**config.mk**
```make
export PLATFORM = sky130hd
export DESIGN_NAME = sqs_ctrl
export DESIGN_NICKNAME = d
export VERILOG_FILES = /design/src/hw/rtl/sqs_pkg.sv /design/src/hw/rtl/sqs_ctrl.sv
export SDC_FILE = /design/constraint.sdc
export NUM_CORES = 1
export LEC_CHECK = 0
export BUFFER_PORTS_ARGS = -buffer_cell sky130_fd_sc_hd__buf_4
export CORE_UTILIZATION = 52
export CTS_CLUSTER_DIAMETER = 200
export DETAILED_ROUTE_END_ITERATION = 8
export PLACE_DENSITY_LB_ADDON = 0.08
export SKIP_LAST_GASP = 1
export SLEW_MARGIN = 20
export SYNTH_ARGS = -nofsm -noshare
export SYNTH_HDL_FRONTEND = slang
export SYNTH_SLANG_ARGS = --single-unit
```
**constraint.sdc**
```tcl
create_clock -name i_clk -period 1.9 [get_ports i_clk]
set_clock_uncertainty 0.1 [all_clocks]
set_input_delay 0.095 -clock i_clk [delete_from_list [all_inputs] [get_ports i_clk]]
set_output_delay 0.095 -clock i_clk [all_outputs]
set_load 0.02 [all_outputs]
```
**src/hw/rtl/sqs_pkg.sv**
```systemverilog
// ----------------------------------------------------------------------------
// sqs_pkg
// Shared constants, status codes, controller states and command/status types
// for the symmetric quartic solver.
// ----------------------------------------------------------------------------
`default_nettype none

package sqs_pkg;

    localparam int FRAC_BITS_DEF  = 16;
    localparam int SQRT_STEPS_DEF = 48;

    // Fixed widths from the coefficient and root formats.
    localparam int COEF_W = 32;
    localparam int ROOT_W = 32;
    // Wide working width: discriminants reach about 2^100.
    localparam int WIDE_W = 128;
    // Square root and z magnitudes.
    localparam int HALF_W = 64;

    typedef enum logic [1:0] {
        ST_OK      = 2'd0,
        ST_NOT_SYM = 2'd1,
        ST_NO_ROOT = 2'd2
    } t_status;

    typedef enum logic [4:0] {
        S_IDLE,
        S_DISC,     // start D1 products
        S_DISC_W,   // wait for D1 products
        S_DISC_F,   // form D1
        S_SQ1,      // start sqrt of D1
        S_SQ1_W,
        S_DIV1,     // start z1 division
        S_DIV1_W,
        S_DIV2,     // start z2 division
        S_DIV2_W,
        S_IN_SEL,   // select z for inner equation
        S_IN_MUL,   // start z*z
        S_IN_MUL_W,
        S_IN_SQ,    // start sqrt of D2
        S_IN_SQ_W,
        S_IN_FIN,   // form two roots
        S_DONE
    } t_state;

    typedef enum logic [2:0] {
        CMD_NONE,
        CMD_LOAD,
        CMD_DISC,
        CMD_DISC_F,
        CMD_SQ1,
        CMD_DIV1,
        CMD_DIV2,
        CMD_IN_SEL
    } t_cmd_op;

    typedef enum logic [1:0] {
        CMD2_NONE,
        CMD2_IN_MUL,
        CMD2_IN_SQ,
        CMD2_IN_FIN
    } t_cmd_in;

    typedef struct packed {
        t_cmd_op op;
        t_cmd_in inner;
        logic    second;   // inner equation works on the second z
    } t_cmd;

    typedef struct packed {
        logic a_zero;
        logic d1_neg;
        logic d1_zero;
        logic d2_neg;
        logic mul_done;
        logic sqrt_done;
        logic div_done;
    } t_stat;

    // Bit length of a wide value.
    function automatic logic [7:0] bitlen(input logic [WIDE_W-1:0] v);
        logic [7:0] n;
        n = 8'd0;
        for (int i = 0; i < WIDE_W; i++) begin
            if (v[i]) begin
                n = 8'(i + 1);
            end
        end
        return n;
    endfunction

endpackage

`default_nettype wire

```
**src/hw/rtl/sqs_ctrl.sv**
```systemverilog
// ----------------------------------------------------------------------------
// sqs_ctrl
// Controller: sequences one transaction through the datapath and the handshake.
// ----------------------------------------------------------------------------
`default_nettype none

module sqs_ctrl (
    input  wire                  i_clk,
    input  wire                  i_rst_n,
    input  wire                  i_valid,
    output logic                 o_stall,
    output logic                 o_valid,
    input  wire                  i_stall,
    input  wire sqs_pkg::t_stat  i_stat,
    output sqs_pkg::t_cmd        o_cmd,
    output logic [1:0]           o_status,
    output logic [3:0]           o_mask
);
    import sqs_pkg::*;

    t_state     r_st, n_st;
    logic       r_second, n_second;
    logic [3:0] r_mask, n_mask;
    logic [1:0] r_status, n_status;
    logic       r_ovalid, n_ovalid;
    logic       r_has_z2, n_has_z2;

    // Next state.
    always_comb begin
        n_st     = r_st;
        n_second = r_second;
        n_mask   = r_mask;
        n_status = r_status;
        n_has_z2 = r_has_z2;
        n_ovalid = r_ovalid;
        if (r_ovalid && !i_stall) begin
            n_ovalid = 1'b0;
        end
        unique case (r_st)
            S_IDLE: begin
                if (i_valid && !r_ovalid) begin
                    n_mask   = 4'd0;
                    n_second = 1'b0;
                    n_st     = S_DISC;
                end
            end
            S_DISC: begin
                if (i_stat.a_zero) begin
                    n_status = ST_NOT_SYM;
                    n_st     = S_DONE;
                end else begin
                    n_st = S_DISC_W;
                end
            end
            S_DISC_W:  if (i_stat.mul_done) n_st = S_DISC_F;
            S_DISC_F:  n_st = S_SQ1;
            S_SQ1: begin
                if (i_stat.d1_neg) begin
                    n_status = ST_NO_ROOT;
                    n_st     = S_DONE;
                end else begin
                    n_has_z2 = !i_stat.d1_zero;
                    n_st     = S_SQ1_W;
                end
            end
            S_SQ1_W:   if (i_stat.sqrt_done) n_st = S_DIV1;
            S_DIV1:    n_st = S_DIV1_W;
            S_DIV1_W:  if (i_stat.div_done) n_st = r_has_z2 ? S_DIV2 : S_IN_SEL;
            S_DIV2:    n_st = S_DIV2_W;
            S_DIV2_W:  if (i_stat.div_done) n_st = S_IN_SEL;
            S_IN_SEL:  n_st = S_IN_MUL;
            S_IN_MUL:  n_st = S_IN_MUL_W;
            S_IN_MUL_W: if (i_stat.mul_done) n_st = S_IN_SQ;
            S_IN_SQ: begin
                if (i_stat.d2_neg) begin
                    if (!r_second && r_has_z2) begin
                        n_second = 1'b1;
                        n_st     = S_IN_SEL;
                    end else begin
                        n_st = S_DONE;
                    end
                end else begin
                    n_st = S_IN_SQ_W;
                end
            end
            S_IN_SQ_W: if (i_stat.sqrt_done) n_st = S_IN_FIN;
            S_IN_FIN: begin
                n_mask = r_mask | (r_second ? 4'b1100 : 4'b0011);
                if (!r_second && r_has_z2) begin
                    n_second = 1'b1;
                    n_st     = S_IN_SEL;
                end else begin
                    n_st = S_DONE;
                end
            end
            S_DONE: begin
                if (r_status != ST_NOT_SYM) begin
                    n_status = (r_mask != 4'd0) ? ST_OK : ST_NO_ROOT;
                end
                n_ovalid = 1'b1;
                n_st     = S_IDLE;
            end
            default: n_st = S_IDLE;
        endcase
        if (r_st == S_IDLE && i_valid && !r_ovalid) begin
            n_status = ST_OK;
        end
    end

    // Commands to the datapath.
    always_comb begin
        o_cmd.op     = CMD_NONE;
        o_cmd.inner  = CMD2_NONE;
        o_cmd.second = r_second;
        unique case (r_st)
            S_IDLE:   if (i_valid && !r_ovalid) o_cmd.op = CMD_LOAD;
            S_DISC:   if (!i_stat.a_zero) o_cmd.op = CMD_DISC;
            S_DISC_F: o_cmd.op = CMD_DISC_F;
            S_SQ1:    if (!i_stat.d1_neg) o_cmd.op = CMD_SQ1;
            S_DIV1:   o_cmd.op = CMD_DIV1;
            S_DIV1_W: o_cmd.op = CMD_DIV1;
            S_DIV2:   o_cmd.op = CMD_DIV2;
            S_DIV2_W: o_cmd.op = CMD_DIV2;
            S_IN_SEL: o_cmd.op = CMD_IN_SEL;
            S_IN_MUL: o_cmd.inner = CMD2_IN_MUL;
            S_IN_SQ:  if (!i_stat.d2_neg) o_cmd.inner = CMD2_IN_SQ;
            S_IN_SQ_W: o_cmd.inner = CMD2_IN_SQ;
            S_IN_FIN: o_cmd.inner = CMD2_IN_FIN;
            default:  o_cmd.op = CMD_NONE;
        endcase
    end

    always_ff @(posedge i_clk) begin
        if (!i_rst_n) begin
            r_st     <= S_IDLE;
            r_ovalid <= 1'b0;
            r_second <= 1'b0;
            r_mask   <= 4'd0;
            r_status <= ST_OK;
            r_has_z2 <= 1'b0;
        end else begin
            r_st     <= n_st;
            r_ovalid <= n_ovalid;
            r_second <= n_second;
            r_mask   <= n_mask;
            r_status <= n_status;
            r_has_z2 <= n_has_z2;
        end
    end

    assign o_stall  = (r_st != S_IDLE) || r_ovalid;
    assign o_valid  = r_ovalid;
    assign o_status = r_status;
    assign o_mask   = r_mask;

endmodule

`default_nettype wire

```
==> reports/qor.yml, run 1 <==
worst_setup_path:
  max_stage_delay_ns: 0.58
  ff2ff_setup_slack_ns: -0.04
  end_kind: "flop"
  crit_path_start: "r_st[3]"
  cp_max_fo: 11
  critPathTopFamily: "compound AO/OA/AOI/OAI gates"
  crit_chain: "buf_4 -> inv_1 -> o41ai_1 -> nand2_1 -> a21oi_1"
  worst_r2r_startpoint: "r_st[3]"
  cp_slowest_cell: "o41ai_1"
  path_buf_inv: 2
  critPathLaunchType: "flop"
  crit_arrival_ns: 2.05
  worstPathRequired_ns: 2.01
  crit_type: "reg -> reg"
grt:
  use_met3_pct: 2.35
  busiest_layer: "met2"
  grt_pass1_wl_um: 4450
  use_met2_pct: 45.3
  antenna_found_initial: 0
  grt_pass1_vias: 976
  use_met1_pct: 38.7
  grt.total_usage_pct: 29.1
  grt-ovfl-total: 0
  grt_max_degree: 16
sta:
  fin_ws_ns: -0.0386
  fmax_mhz: 516
  fin_crit_sh_pct: 102
  holdWs_ns: -0.000315
  rsz0062_at_grt: "yes"
  final_hold_viol_count: 1
  worst_pin_slew_ns: 0.530
  period_needed_ns: 1.94
  setup-violations-final: 2
  relSlewSlack_pct: 64.2
  slew_viol_final: 0
finish:
  final_cell_mix: "buf_4, nor2_1, a21oi_1, nand2_1, dfxtp_1"
  num_antenna_cells: 0
  drive_gt1_share_pct: 38.2
  nets: 190
  area_growth_pct: 44.4
  mostFrequentLayoutCell: "buf_4"
hold_path:
  min_path_type: "in -> reg"
  hp-start: "i_rst_n"
logic_synthesis:
  ys_seq_area_share_pct: 27.4
  synth_seq_cells: 14
  synth_flop_cell: "dfxtp_1"
  syn_avg_cell_area_um2: 7.63
  synth-async-reset-ratio_pct: 0
  synth.distinct_cells: 47
  synth_fp_nets: 145
  synth_edf_count: 0
  synth_cells: 134
  yosys_warnings: 0
  syn-cell-area_um2: 1020
cts:
  clk_latency_ns: 0.28
  clock_path_buffers: 2
  clockRootBuffer: "clkbuf_4"
  clk_pin_slew_ns: 0.09
  cts_sinks: 14
  htreeDepth: 1
  cts_buffers: 3
  cts_tree: "yes"
die:
  num_rows: 15
  die_area_um2: 2150
  die_h_um: 46.3
  ios: 25
  dieWidth_um: 46.3
  core_um2: 1780
  start_util_pct: 57.3
routing:
  drt-total-wl_um: 3460
  drc_errors: 0
  first_pass_iters: 4
  num_vias: 1243
  drtIter0Drc: 109
  viasPerCell: 6.12
  final_antenna_net_count: 0
  wire_per_inst_um: 17.1
power_and_ir_drop:
  power_mw: 1.53
  powerDensity_nw_per_um2: 1040
  vdd_ir_drop_max_v: 0.000968
  p_leak_nw: 0.633
placement:
  gp_congestion: 0.873
  port_buffers: 24
  dp_hpwl_um: 2080
job:
  drv_cap: 0
run_status:
  status: "finished, violations left"
  failed_checks: "hold timing, setup timing"
final cells by class:
type                       count  area (um^2)
timing repair buffer          50          418
fill                         116          307
clock buffer                   4         36.3
sequential                    14          289
tap                           25         31.3
inverter                       6         22.5
multi-input combinational    104          679
path summary, 6_finish.rpt:
| kind | cells past startpoint | end |
|---|---|---|
| hold reg to reg | 2 | o_mask[3] |
| hold / removal | 2 | r_has_z2 |
| setup / recovery | 5 | r_st[0] |
| setup reg to reg | 5 | r_st[0] |
power breakdown:
part	switching (mW)	internal, mW	total, mW
clock network	0.0998	0.117	0.216
logic	0.490	0.461	0.951
registers	0.0358	0.326	0.362
total	0.626	0.904	1.53
through the flow:
stage / util (%) / setup WS (ns) / cells / instance area, um^2 / setup TNS [ns]
final: 82.8 / -0.0386 / 203 / 1480 / -0.0680
after floorplan: - / 0.210 / 134 / 1020 / 0
after detailed placement: 72.2 / 0.0612 / 186 / 1290 / 0
after CTS: 77.8 / -0.0111 / 194 / 1390 / -0.0241
after global placement: 72.2 / 0.162 / 186 / 1290 / 0
after global routing: 82.8 / -0.0872 / 203 / 1480 / -0.260
layer usage:
| metal | vias to the layer above | routed length (um) |
|---|---|---|
| li1 | 573 | - |
| met1 | 565 | 1390 |
| met2 | 81 | 1570 |
| met3 | 24 | 299 |
| met4 | 0 | 203 |
| met5 | - | 0 |
logic make-up (layout without fill, tap and decap cells):
group                  Yosys count  count (layout)  synth area share, %
and+or+nand+nor                 60              60                 32.1
AOI/OAI and AO/OA               41              41                 29.9
DFF                             14              14                 27.4
buffers and inverters           16              60                 7.71
muxes                            3               3                 2.94
synth_stat cells, types with 2 or more instances:
cell       n  share of area, %
a21boi_0   3               2.2
inv_1      6               2.2
mux2i_1    3               2.9
buf_2      6               2.9
nand3_1    2              0.98
o21ai_0    6               2.9
nor3_1     3               1.5
nand3b_1   3               2.2
nand2b_1   4               2.4
nor4_2     2               2.4
or4_1      4               2.9
nand2_1   11               4.0
dfxtp_1   14                27
or2_1      2               1.2
a21oi_1   12               5.9
nand2_2    2               1.2
a31oi_1    2               1.2
nor2b_1    2               1.2
nor2_1    19               7.0
sequential cells by signal, indices dropped and copies added (netlist names):
register and count:
o_status 2, o_mask 4, r_st 5, r_has_z2 1, o_valid 1, r_second 1
timing repair:
action,in CTS,in global routing
endpoints found under the hold margin,2,0
gates resized for setup,8,2
cloned,0,1
buffers inserted,2,8
pin swaps,1,2
hold buffers,2,0
setup endpoints to repair,2,6
Note: power is estimated with default switching activity, not from simulation.
==> run 2, diff against run 1 <==
- CORE_UTILIZATION: 52 -> 42
- clock period: 1.9 -> 1.6 ns (I/O delays scaled with it)
==> run 2 against run 1 <==
Against the previous run:
- the flow finishes with violations (setup timing)
- via count up 3.9%
- sequential power up 26%
- worst setup slack got worse by 0.21 ns
- core utilization down 3.6 points
- combinational power is 55% higher
- sequential share of layout area is 2.8 points lower
- clock-buffer cell count did not move
- critical path type is now reg -> out
- largest power group unchanged
==> reports/qor.yml, run 2 (synthesis results as in run 1) <==
cts:
  clock_path_buffers: 2  # unchanged
  clockRootBuffer: "clkbuf_4"  # unchanged
  clk_pin_slew_ns: 0.09  # about the same
  cts_tree: "yes"  # unchanged
  cts_buffers: 3  # unchanged
  clk_latency_ns: 0.29  # was 0.28 ns
  cts_sinks: 14  # unchanged
  htreeDepth: 1  # unchanged
worst_setup_path:
  cp_slowest_cell: "or4_4"  # was o41ai_1
  critPathTopFamily: "simple AND/OR/NAND/NOR gates"  # was compound AO/OA/AOI/OAI gates
  critPathLaunchType: "flop"  # unchanged
  crit_chain: "buf_4 -> or4_4 -> a21oi_2 -> a31oi_1 -> nor2_2 -> buf_4"  # was buf_4 -> inv_1 -> o41ai_1 -> nand2_1 -> a21oi_1
  end_kind: "output pin"  # was flop
  cp_common_cell: "buf_4"
  max_stage_delay_ns: 0.48  # was 0.58 ns
  cp_max_fo: 4  # was 11
  crit_arrival_ns: 1.67  # was 2.05 ns
  worstPathRequired_ns: 1.42  # was 2.01 ns
  path_buf_inv: 2  # unchanged
  crit_type: "reg -> out"  # was reg -> reg
sta:
  final_hold_viol_count: 0  # was 1
  period_needed_ns: 1.85
  rsz0062_at_grt: "yes"  # unchanged
  slew_viol_final: 0  # unchanged
  fin_crit_sh_pct: 116
  holdWs_ns: 0.0549  # was -0.000315 ns
  relSlewSlack_pct: 79.9  # was 64.2%
  setup_tns_ns: -1.26  # was -0.0680 ns
  fmax_mhz: 540
  worst_pin_slew_ns: 0.298  # was 0.530 ns
  setup-violations-final: 9  # was 2
  fin_ws_ns: -0.253  # was -0.0386 ns
routing:
  wire_per_inst_um: 16.2  # was 17.1 um
  drt-total-wl_um: 3720  # was 3460 um
  first_pass_iters: 4  # unchanged
  num_vias: 1291  # was 1243
  drc_errors: 0  # unchanged
  drtIter0Drc: 34  # was 109
  final_antenna_net_count: 0  # unchanged
  viasPerCell: 5.64  # was 6.12
grt:
  grt-ovfl-total: 0  # unchanged
  grt_pass1_wl_um: 5480  # was 4450 um
  grt.total_usage_pct: 28.4  # was 29.1%
  grt_max_degree: 11  # was 16
  grt_pass1_vias: 1220  # was 976
  antenna_found_initial: 0  # unchanged
placement:
  dp.cells: 210  # was 186
  port_buffers: 24  # unchanged
  placed_area_um2: 1440  # was 1290 um^2
  place_ws_ns: -0.157  # was 0.0612 ns
  dp_hpwl_um: 2310  # was 2080 um
  gp_congestion: 0.867  # was 0.873
finish:
  largest_reg_flops: 5  # unchanged
  final_cell_mix: "buf_4, nor2_1, a21oi_1, dfxtp_1, buf_6"  # was buf_4, nor2_1, a21oi_1, nand2_1, dfxtp_1
  postLayoutCoreUtil_pct: 79.2  # was 82.8%
  num-fill-cells: 158  # was 116
  final_cells: 229  # was 203
  final_cell_area_um2: 1790  # was 1480 um^2
  num_antenna_cells: 0  # unchanged
  mostFrequentLayoutCell: "buf_4"  # unchanged
  drive_gt1_share_pct: 54.2  # was 38.2%
  nets: 213  # was 190
  largest-register: "r_st"  # unchanged
  area_growth_pct: 74.8  # was 44.4%
job:
  drv_cap: 0  # unchanged
die:
  die_h_um: 51.3  # was 46.3 um
  dieWidth_um: 51.3  # was 46.3 um
  ios: 25  # unchanged
  core_um2: 2250  # was 1780 um^2
  die_area_um2: 2640  # was 2150 um^2
  start_util_pct: 45.3  # was 57.3%
  num_rows: 17  # was 15
run_status:
  failed_checks: "setup timing"  # was hold timing, setup timing
  status: "finished, violations left"  # unchanged
power_and_ir_drop:
  power_mw: 2.19  # was 1.53 mW
  powerDensity_nw_per_um2: 1230  # was 1040 nW/um^2
  p_leak_nw: 0.775  # was 0.633 nW
  vdd_ir_drop_max_v: 0.00109  # was 0.000968 V
hold_path:
  min_path_type: "in -> reg"  # unchanged
[run 2: path summary, 6_finish.rpt]
path / from / endpoint / slack [ns] / depth (start not counted)
worst max-delay path: r_st[2] / o_cmd[3] / -0.25 / 6
worst min-delay path: i_stat[5] / r_st[4] / 0.05 / 3
worst max register to register: r_st[1] / r_st[0] / -0.21 / 6
worst min register to register: o_mask[2] / o_mask[2] / 0.37 / 2
[run 2: worst min-delay path, cell delays in order]
cell and delay, ns:
buf_4 0.14, nand3_1 0.10, a21boi_1 0.08
[run 2: what timing repair did]
item / in CTS / in global routing
resized for setup: 21 / 29
endpoints found under the hold margin: 5 / 0
pin swaps: 8 / 13
hold buffers: 4 / 0
buffers inserted: 5 / 6
setup endpoints to repair: 18 / 16
[run 2: layer usage]
layer / GRT usage, % / routed length [um] / up-vias / share of wire (%)
li1: - / - / 618 / -
met1: 33.4 / 1550 / 611 / 42
met2: 50.4 / 1920 / 54 / 52
met3: 3.27 / 158 / 8 / 4.3
met4: 14.0 / 97 / 0 / 2.6
met5: 0 / 0 / - / 0
[run 2: final cells by class]
class | count | area, um^2 | share of cell area, %
Tap cell | 28 | 35.0 | 1.96
Multi-Input combinational cell | 104 | 795 | 44.5
Sequential cell | 14 | 299 | 16.7
Clock buffer | 4 | 36.3 | 2.03
Inverter | 6 | 22.5 | 1.26
Timing Repair Buffer | 73 | 599 | 33.5
[run 2: report_power, final]
group,internal [mW],switching [mW],total [mW]
Clock,0.139,0.131,0.270
Combinational,0.774,0.695,1.47
Sequential,0.395,0.0595,0.455
